**src/rtl/keccak_p200_permutation_unit_defines.svh**
```systemverilog
// Assertion macros for the Keccak-p[200] permutation unit
`ifndef KECCAK_P200_PERMUTATION_UNIT_DEFINES_SVH
`define KECCAK_P200_PERMUTATION_UNIT_DEFINES_SVH

// Same-cycle implication, sampled on clk, off while rst_n is low.
`define KP200_ASSERT_NOW(lbl, ante, cons, msg) \
    lbl: assert property (@(posedge clk) disable iff (!rst_n) (ante) |-> (cons)) \
        else $error(msg);

// Next-cycle implication, sampled on clk, off while rst_n is low.
`define KP200_ASSERT_NEXT(lbl, ante, cons, msg) \
    lbl: assert property (@(posedge clk) disable iff (!rst_n) (ante) |=> (cons)) \
        else $error(msg);

`endif

```
**src/rtl/kp200_pkg.sv**
```systemverilog
// Types, constants and helpers for the Keccak-p[200] permutation unit
`timescale 1ns / 1ps

package kp200_pkg;

    localparam int LANES       = 25;
    localparam int FULL_ROUNDS = 18;
    localparam int POS_W       = 5;
    localparam int CNT_W       = 5;
    localparam int LANE_W      = 8;

    typedef logic [LANE_W-1:0] lane_t;
    typedef logic [POS_W-1:0]  pos_t;
    typedef logic [CNT_W-1:0]  cnt_t;

    localparam pos_t LAST_POS = pos_t'(LANES - 1);

    typedef enum logic [1:0] {
        ST_LOAD,
        ST_ROUND,
        ST_EMIT
    } kp_state_t;

    localparam lane_t RC_TABLE [FULL_ROUNDS] = '{
        8'h01, 8'h82, 8'h8a, 8'h00, 8'h8b, 8'h01, 8'h81, 8'h09, 8'h8a,
        8'h88, 8'h09, 8'h0a, 8'h8b, 8'h8b, 8'h89, 8'h03, 8'h02, 8'h80
    };

    // rho offsets mod 8, indexed by x + 5*y
    localparam logic [2:0] RHO_TABLE [LANES] = '{
        3'd0, 3'd1, 3'd6, 3'd4, 3'd3,
        3'd4, 3'd4, 3'd6, 3'd7, 3'd4,
        3'd3, 3'd2, 3'd3, 3'd1, 3'd7,
        3'd1, 3'd5, 3'd7, 3'd5, 3'd0,
        3'd2, 3'd2, 3'd5, 3'd0, 3'd6
    };

    function automatic lane_t rotl8(lane_t v, logic [2:0] s);
        logic [2*LANE_W-1:0] w;
        w = {v, v} << s;
        return w[2*LANE_W-1:LANE_W];
    endfunction

endpackage

```
**src/rtl/keccak_p200_permutation_unit.sv**
```systemverilog
// Keccak-p[200] permutation unit: byte-serial load, round core, byte-serial unload
// The unit takes a 200-bit Keccak state as 25 byte transactions (lane 0 first) into a
// 25-lane shift register, applies the last n of the 18 Keccak-f[200] rounds with
// n = min(round setting, MAX_ROUNDS), then returns the 25 permuted lanes in the same
// order with out_last on lane 24. One transaction moves one byte per cycle on each
// side while that neighbor keeps up, and the round logic works on the whole lane
// register, one round per cycle. No input is taken while rounds run or while the
// result is being unloaded. The round setting resets to 18 and should only be
// written while the unit is idle between blocks.
`timescale 1ns / 1ps
`include "keccak_p200_permutation_unit_defines.svh"

module keccak_p200_permutation_unit #(
    parameter int MAX_ROUNDS = 18
) (
    input  logic                    clk,
    input  logic                    rst_n,
    input  logic                    cfg_we,
    input  kp200_pkg::cnt_t         cfg_wdata,
    input  logic                    in_valid,
    output logic                    in_ready,
    input  kp200_pkg::lane_t        state_byte,
    output logic                    out_valid,
    input  logic                    out_ready,
    output kp200_pkg::lane_t        out_byte,
    output logic                    out_last
);
    import kp200_pkg::*;

    kp_state_t state_reg, state_next;
    pos_t      pos_reg, pos_next;
    cnt_t      idx_reg, idx_next;
    cnt_t      rounds_cfg_reg;
    lane_t     lane_reg [LANES];

    cnt_t      n_eff;
    cnt_t      start_idx;
    lane_t     rc;
    logic      shift_en;
    logic      round_en;

    lane_t     c_col [5];
    lane_t     d_col [5];
    lane_t     b_lane [LANES];
    lane_t     round_out [LANES];

    // Rounds taken from the end of the table; MAX_ROUNDS caps the count taken from the register.
    assign n_eff     = (rounds_cfg_reg > cnt_t'(MAX_ROUNDS)) ? cnt_t'(MAX_ROUNDS)
                                                             : rounds_cfg_reg;
    assign start_idx = cnt_t'(FULL_ROUNDS) - n_eff;
    assign rc        = (idx_reg < cnt_t'(FULL_ROUNDS)) ? RC_TABLE[idx_reg] : '0;

    // One full round: theta, rho and pi, chi, iota
    always_comb
    begin
        for (int x = 0; x < 5; x++)
        begin
            c_col[x] = lane_reg[x] ^ lane_reg[x+5] ^ lane_reg[x+10] ^
                       lane_reg[x+15] ^ lane_reg[x+20];
        end
        for (int x = 0; x < 5; x++)
        begin
            d_col[x] = c_col[(x+4)%5] ^ rotl8(c_col[(x+1)%5], 3'd1);
        end
        for (int y = 0; y < 5; y++)
        begin
            for (int x = 0; x < 5; x++)
            begin
                b_lane[y + 5*((2*x + 3*y) % 5)] =
                    rotl8(lane_reg[x + 5*y] ^ d_col[x], RHO_TABLE[x + 5*y]);
            end
        end
        for (int y = 0; y < 5; y++)
        begin
            for (int x = 0; x < 5; x++)
            begin
                round_out[x + 5*y] = b_lane[x + 5*y] ^
                    (~b_lane[(x+1)%5 + 5*y] & b_lane[(x+2)%5 + 5*y]);
            end
        end
        round_out[0] = round_out[0] ^ rc;
    end

    always_ff @(posedge clk or negedge rst_n)
    begin
        if (!rst_n)
        begin
            state_reg      <= ST_LOAD;
            pos_reg        <= '0;
            idx_reg        <= '0;
            rounds_cfg_reg <= cnt_t'(FULL_ROUNDS);
        end
        else
        begin
            state_reg <= state_next;
            pos_reg   <= pos_next;
            idx_reg   <= idx_next;
            if (cfg_we)
            begin
                rounds_cfg_reg <= cfg_wdata;
            end
        end
    end

    always_comb
    begin
        state_next = state_reg;
        pos_next   = pos_reg;
        idx_next   = idx_reg;
        shift_en   = 1'b0;
        round_en   = 1'b0;
        in_ready   = 1'b0;
        out_valid  = 1'b0;
        case (state_reg)
            ST_LOAD:
            begin
                in_ready = 1'b1;
                if (in_valid)
                begin
                    shift_en = 1'b1;
                    if (pos_reg == LAST_POS)
                    begin
                        pos_next = '0;
                        idx_next = start_idx;
                        state_next = (start_idx == cnt_t'(FULL_ROUNDS)) ? ST_EMIT
                                                                          : ST_ROUND;
                    end
                    else
                    begin
                        pos_next = pos_reg + 1'b1;
                    end
                end
            end
            ST_ROUND:
            begin
                round_en = 1'b1;
                idx_next = idx_reg + 1'b1;
                if (idx_reg == cnt_t'(FULL_ROUNDS - 1))
                begin
                    state_next = ST_EMIT;
                end
            end
            ST_EMIT:
            begin
                out_valid = 1'b1;
                if (out_ready)
                begin
                    shift_en = 1'b1;
                    if (pos_reg == LAST_POS)
                    begin
                        pos_next   = '0;
                        state_next = ST_LOAD;
                    end
                    else
                    begin
                        pos_next = pos_reg + 1'b1;
                    end
                end
            end
            default:
            begin
                state_next = ST_LOAD;
                pos_next   = '0;
            end
        endcase
    end

    // Lane register: shifts toward lane 0 on load and unload, updates in place on a round
    always_ff @(posedge clk)
    begin
        if (shift_en)
        begin
            for (int i = 0; i < LANES - 1; i++)
            begin
                lane_reg[i] <= lane_reg[i+1];
            end
            lane_reg[LANES-1] <= (state_reg == ST_LOAD) ? state_byte : lane_reg[0];
        end
        else if (round_en)
        begin
            for (int i = 0; i < LANES; i++)
            begin
                lane_reg[i] <= round_out[i];
            end
        end
    end

    assign out_byte = lane_reg[0];
    assign out_last = (pos_reg == LAST_POS);

    `KP200_ASSERT_NOW(a_no_overlap, out_valid, !in_ready, "input taken during unload")
    `KP200_ASSERT_NOW(a_idx_range, state_reg == ST_ROUND, idx_reg < cnt_t'(FULL_ROUNDS), "round index out of table")
    `KP200_ASSERT_NEXT(a_last_wraps, out_valid && out_ready && out_last, in_ready && (pos_reg == '0), "unit not ready after last byte")
    `KP200_ASSERT_NEXT(a_zero_rounds, in_valid && in_ready && (pos_reg == LAST_POS) && (n_eff == '0), out_valid, "zero-round block not unloaded at once")

endmodule
```
**config.mk**
```make
export PLATFORM = sky130hd
export DESIGN_NAME = keccak_p200_permutation_unit
export DESIGN_NICKNAME = d
export VERILOG_FILES = /design/src/rtl/kp200_pkg.sv /design/src/rtl/keccak_p200_permutation_unit.sv
export VERILOG_INCLUDE_DIRS = /design/src /design/src/rtl
export SDC_FILE = /design/constraint.sdc
export NUM_CORES = 1
export LEC_CHECK = 0
export ABC_AREA = 0
export BUFFER_PORTS_ARGS = -buffer_cell sky130_fd_sc_hd__buf_2
export CELL_PAD_IN_SITES_DETAIL_PLACEMENT = 1
export CELL_PAD_IN_SITES_GLOBAL_PLACEMENT = 2
export CORE_ASPECT_RATIO = 0.75
export CORE_MARGIN = 4
export CORE_UTILIZATION = 40
export CTS_CLUSTER_DIAMETER = 200
export CTS_CLUSTER_SIZE = 40
export DETAILED_ROUTE_END_ITERATION = 10
export PLACE_DENSITY = 0.77
export SETUP_SLACK_MARGIN = 0.1
export SYNTH_ARGS = -nofsm -noshare
export SYNTH_HDL_FRONTEND = slang
export SYNTH_SLANG_ARGS = --single-unit
```
**constraint.sdc**
```tcl
create_clock -name clk -period 21.7 [get_ports clk]
set_clock_uncertainty 0.15 [all_clocks]
set_input_delay 1.085 -clock clk [delete_from_list [all_inputs] [get_ports clk]]
set_output_delay 1.085 -clock clk [all_outputs]
set_load 0.05 [all_outputs]
```
# Yosys cells after proc, flatten, opt, wreduce, memory -nomap -nowiden
# Memory sizes are Yosys's and may differ from the RTL's.
# Index checks and enable logic that the tools add are counted.
dict set report totals {
  rom_bits 256
  latchBits 0
  elab_cells 235
  ff_bits 17
  mem_bits_rw 200
  n_memories 2
}
# name words width read_ports rd_clocked_by_memory_dff wr line_no
set memory_table {}
lappend memory_table {{(no name shown)} 32 8 1 0 0 keccak_p200_permutation_unit.sv:51} ;# assign rc = (idx_reg < cnt_t'(FULL_ROUNDS)) ? RC_TABLE[idx_reg] : '0;
lappend memory_table {lane_reg 25 8 25 0 25 keccak_p200_permutation_unit.sv:34} ;# lane_t lane_reg [LANES];
dict set report op_classes {
  add_sub_neg 3
  div 0
  shift 0
  muxes 55
  mul 0
  eq_ne 10
  bitwise_logic 153
  n_lt_le_gt_ge 3
  reduce_logical 5
}
# op count
set op_table {}
lappend op_table {{bitwise XOR 8 bit} 76}
lappend op_table {{2-to-1 mux 8 bit} 29}
lappend op_table {{AND 8 bit} 25}
lappend op_table {{NOT 8 bit} 25}
lappend op_table {{2-to-1 mux 5 bit} 6}
lappend op_table {{OR 1 bit} 25}
lappend op_table {{== test 5 bit, second input constant} 3}
lappend op_table {{case mux 5 bit (3 select lines)} 1}
lappend op_table {{2-to-1 mux 2 bit} 6}
lappend op_table {{adder 5 x 1 -> 5 bit, second input constant} 2}
lappend op_table {{2-to-1 mux 1 bit} 10}
lappend op_table {{!= test 2 bit, second input constant} 5}
lappend op_table {{case mux 5 bit (2 select lines)} 1}
lappend op_table {{greater-or-equal comparator 6 bit, second input constant} 1}
lappend op_table {{NOT 5 -> 6 bit} 1}
lappend op_table {{case mux 2 bit (3 select lines)} 1}
lappend op_table {{AND reduction 3 bit} 2}
lappend op_table {{greater-than comparator 5 bit, second input constant} 1}
lappend op_table {{< comparator 5 bit, second input constant} 1}
lappend op_table {{AND reduction 5 bit} 1}
lappend op_table {{subtractor 5 bit, first input constant} 1}
lappend op_table {{== test 2 x 1 -> 1 bit, second input constant} 1}
lappend op_table {{== test 2 bit, second input constant} 1}
lappend op_table {{logical NOT 2 bit} 1}
lappend op_table {{other kinds (3)} 3}

# Longest topological paths before layout
dict set report logic_depth {
  word_depth 11
  depth_mapped 8
  depth_no_buf 8
}

# Worst setup path after synthesis
# Ideal clock, no wire load.
dict set report synth_timing {
  path_kind {input-to-reg}
  startpoint {input out_ready}
  endpoint {memory lane_reg[0][0] (netlist bit) (enable)}
  path_slack_ns 5.399
  n_path_buf 0
  arrival_time_ns 15.114
  path_stages 2
  cell_sequence {mux2i_1 o21ai_0}
}
# element line_no
set synth_rtl {}
lappend synth_rtl {{from (decl)} keccak_p200_permutation_unit.sv:24} ;# input logic out_ready,
lappend synth_rtl {{to (decl)} keccak_p200_permutation_unit.sv:34}

==> impl_results.md <==
- WP data required: 21.72 ns
- Slew Viols, Final: 0
- Met2 wire len: 23600 µm
- Reg area: 6430 µm²
- Seq/Total Area, Yosys: 34.0%
- Hpwl dp: 43800 µm
- WL met3: 3890 µm
- Highest metal used: met4
- Commonest non-fill, non-tap cell in the layout: nand2_1
- Worst-path clk slew: 0.17 ns
- Endpoints failing hold: 0
- WL met1: 29000 µm
- Crit path largest cell delay: 0.84 ns
- Vias in the first global route: 11500
- FP Rows: 68
- Ys async rst share: 7.83%
- IO Pins: 29
- Buffers on Ports: 28
- Final setup violation count: 0
- Core Area: 46400 µm²
- Remaining DRCs: 0
- Max Cap Violations: 0
- Final net count: 1538
- Cts repair resizes: 0
- Crit-path cells: nand2b_4, o21ai_4, buf_12, buf_4
- RSZ-0062 raised after global routing: no
- Worst-Margin Slew: 1.11 ns
- Tcrit/Tclk final: 17.0%
- Clock tree root driver cell: clkbuf_16
- Die width: 259 µm
- Area of the multi-input gates: 12200 µm²
- Share of cells above drive strength 1: 7.21%
- Status: finished clean
- Tmin final: 3.69 ns
- TritonCTS clock tree: done
- GRT Total Usage: 22.4%
- TNS Setup: 0 ns
- Ys Warns: 0
- Synth Flop Type: edfxtp_1
- Worst Setup Start Kind: flip-flop
- Hold Buf Count CTS: 0
- CP endpoint kind: flip-flop
- Via count: 11600
- Routed WL: 57100 µm
- Largest net degree at the start of global routing: 231
- Setup CP Type: reg2reg
- Die area: 50900 µm²
- Worst slew margin: 25.7%
- Arr. time, crit path: 3.70 ns
- Initial antenna violation count: 1
- Mean routed wirelength per cell: 26.7 µm
- Post-CTS Setup Inserts: 0
- ANT nets after route: 0
- GP Congestion: 0.894
- Mapped cell area: 18900 µm²
- Grt ovf: 0
- Avg Inst Size Synth: 12.4 µm²
- Die height: 196 µm
- Clock buffer depth: 3
- R2R Setup Slk: 18.01 ns
- Tightest Hold Check Type: in2async
- DRT iter0 DRCs: 1404
- Critical path's slowest cell: buf_4
- #FFs+latches synth: 217
- Crit Path Max Fanout: 135
- Fmax: 0.271 GHz
- Distinct cells, synth: 41
- DR vias/cell: 5.40
- # H-tree levels: 1
- Final Non-Filler Cells: 2143
- Num CTS Buffers: 9
- Post-synth EDFFs: 200
- Most frequent cells in the layout: nand2_1 (232), xnor3_1 (220), xnor2_1 (201), edfxtp_1 (200), o21ai_1 (190)
- Syn Nets: 1553
- Sink Count: 217
- First-pass DRT Iterations: 5
- # placed instances: 2130
- Post-Synthesis Cells: 1526
- Syn-to-layout area delta: 5.48%
- Largest register FFs: 200
- Starting Density: 40.8%
- Fillers: 4850
- First-pass GRT wire length: 83300 µm
- Worst-skew pair later-pin latency: 0.53 ns
## critical path: cells and delay by family, from the launching register on
kind / cells / cell delay [ns]
buf+inv: 2 / 1.31
simple gates: 1 / 0.53
compound gates: 1 / 0.23
flops: 1 / 0.71
## metal layers
| metal | global-route usage (%) | vias to the layer above |
|---|---|---|
| met5 | 0 | - |
| met4 | 2.40 | 0 |
| met3 | 2.29 | 23 |
| met2 | 31.9 | 327 |
| met1 | 37.7 | 5985 |
| li1 | - | 5246 |
## cell families after synthesis
| group | after synthesis | synth area share (%) |
|---|---|---|
| xor gates and xnor gates | 521 | 45.1 |
| and+or+nand+nor | 444 | 11.0 |
| AOI/OAI and AO/OA | 245 | 6.66 |
| DFF | 217 | 34.0 |
| buffers and inverters | 70 | 1.55 |
| muxes | 20 | 1.12 |
| adders and majority gates | 9 | 0.595 |
## Yosys cell counts, drive strengths merged, types with 6 or more instances
master	instances	area share (%)
xnor2	243	15
nand2	232	4.6
xnor3	225	27
o21ai	204	5.4
edfxtp	200	32
nand2b	109	3.6
clkbuf	52	1.0
nor2	42	0.83
xor2	38	1.8
nor2b	32	1.1
a21oi	27	0.71
dfrtp	15	2.0
xor3	15	1.9
mux2i	11	0.58
inv	10	0.20
ha	9	0.59
mux2	9	0.54
nor3	9	0.24
buf	8	0.32
and3	6	0.20
## final timing paths
kind,from,to,depth (start not counted)
worst max register to register,state_reg[0],lane_reg[1][53],4
worst max-delay path,state_reg[0],lane_reg[1][53],4
max in group asynchronous,rst_n,rounds_cfg_reg[1],1
min in group clk,pos_reg[2],pos_reg[2],1
worst min-delay path,rst_n,rounds_cfg_reg[2],1
worst min register to register,pos_reg[2],pos_reg[2],1
## area by class of cell
| type | instances | area share, % |
|---|---|---|
| timing repair buffer | 34 | 1.05 |
| multi-input combinational | 1239 | 61.3 |
| antenna | 1 | 0.0125 |
| tap | 630 | 3.95 |
| clock buffer | 11 | 1.17 |
| sequential | 217 | 32.2 |
| clock inverter | 1 | 0.150 |
| inverter | 10 | 0.188 |
## stage by stage
step / cell area, µm² / hold slack (ns) / setup slack [ns] / util [%]
6_report: 20000 / 0.336 / 18.01 / 43.1
5_1_grt: 20000 / 0.343 / 17.91 / 43.1
3_5_place_dp: 19700 / 0.397 / 18.02 / 42.5
2_1_floorplan: 18900 / 0.337 / 5.40 / -
4_1_cts: 20000 / 0.328 / 18.11 / 43.1
3_3_place_gp: 19700 / 0.359 / 18.03 / 42.5
Power is not shown: default switching activity piles up to over one toggle a cycle in this logic, so the estimate is an artifact.
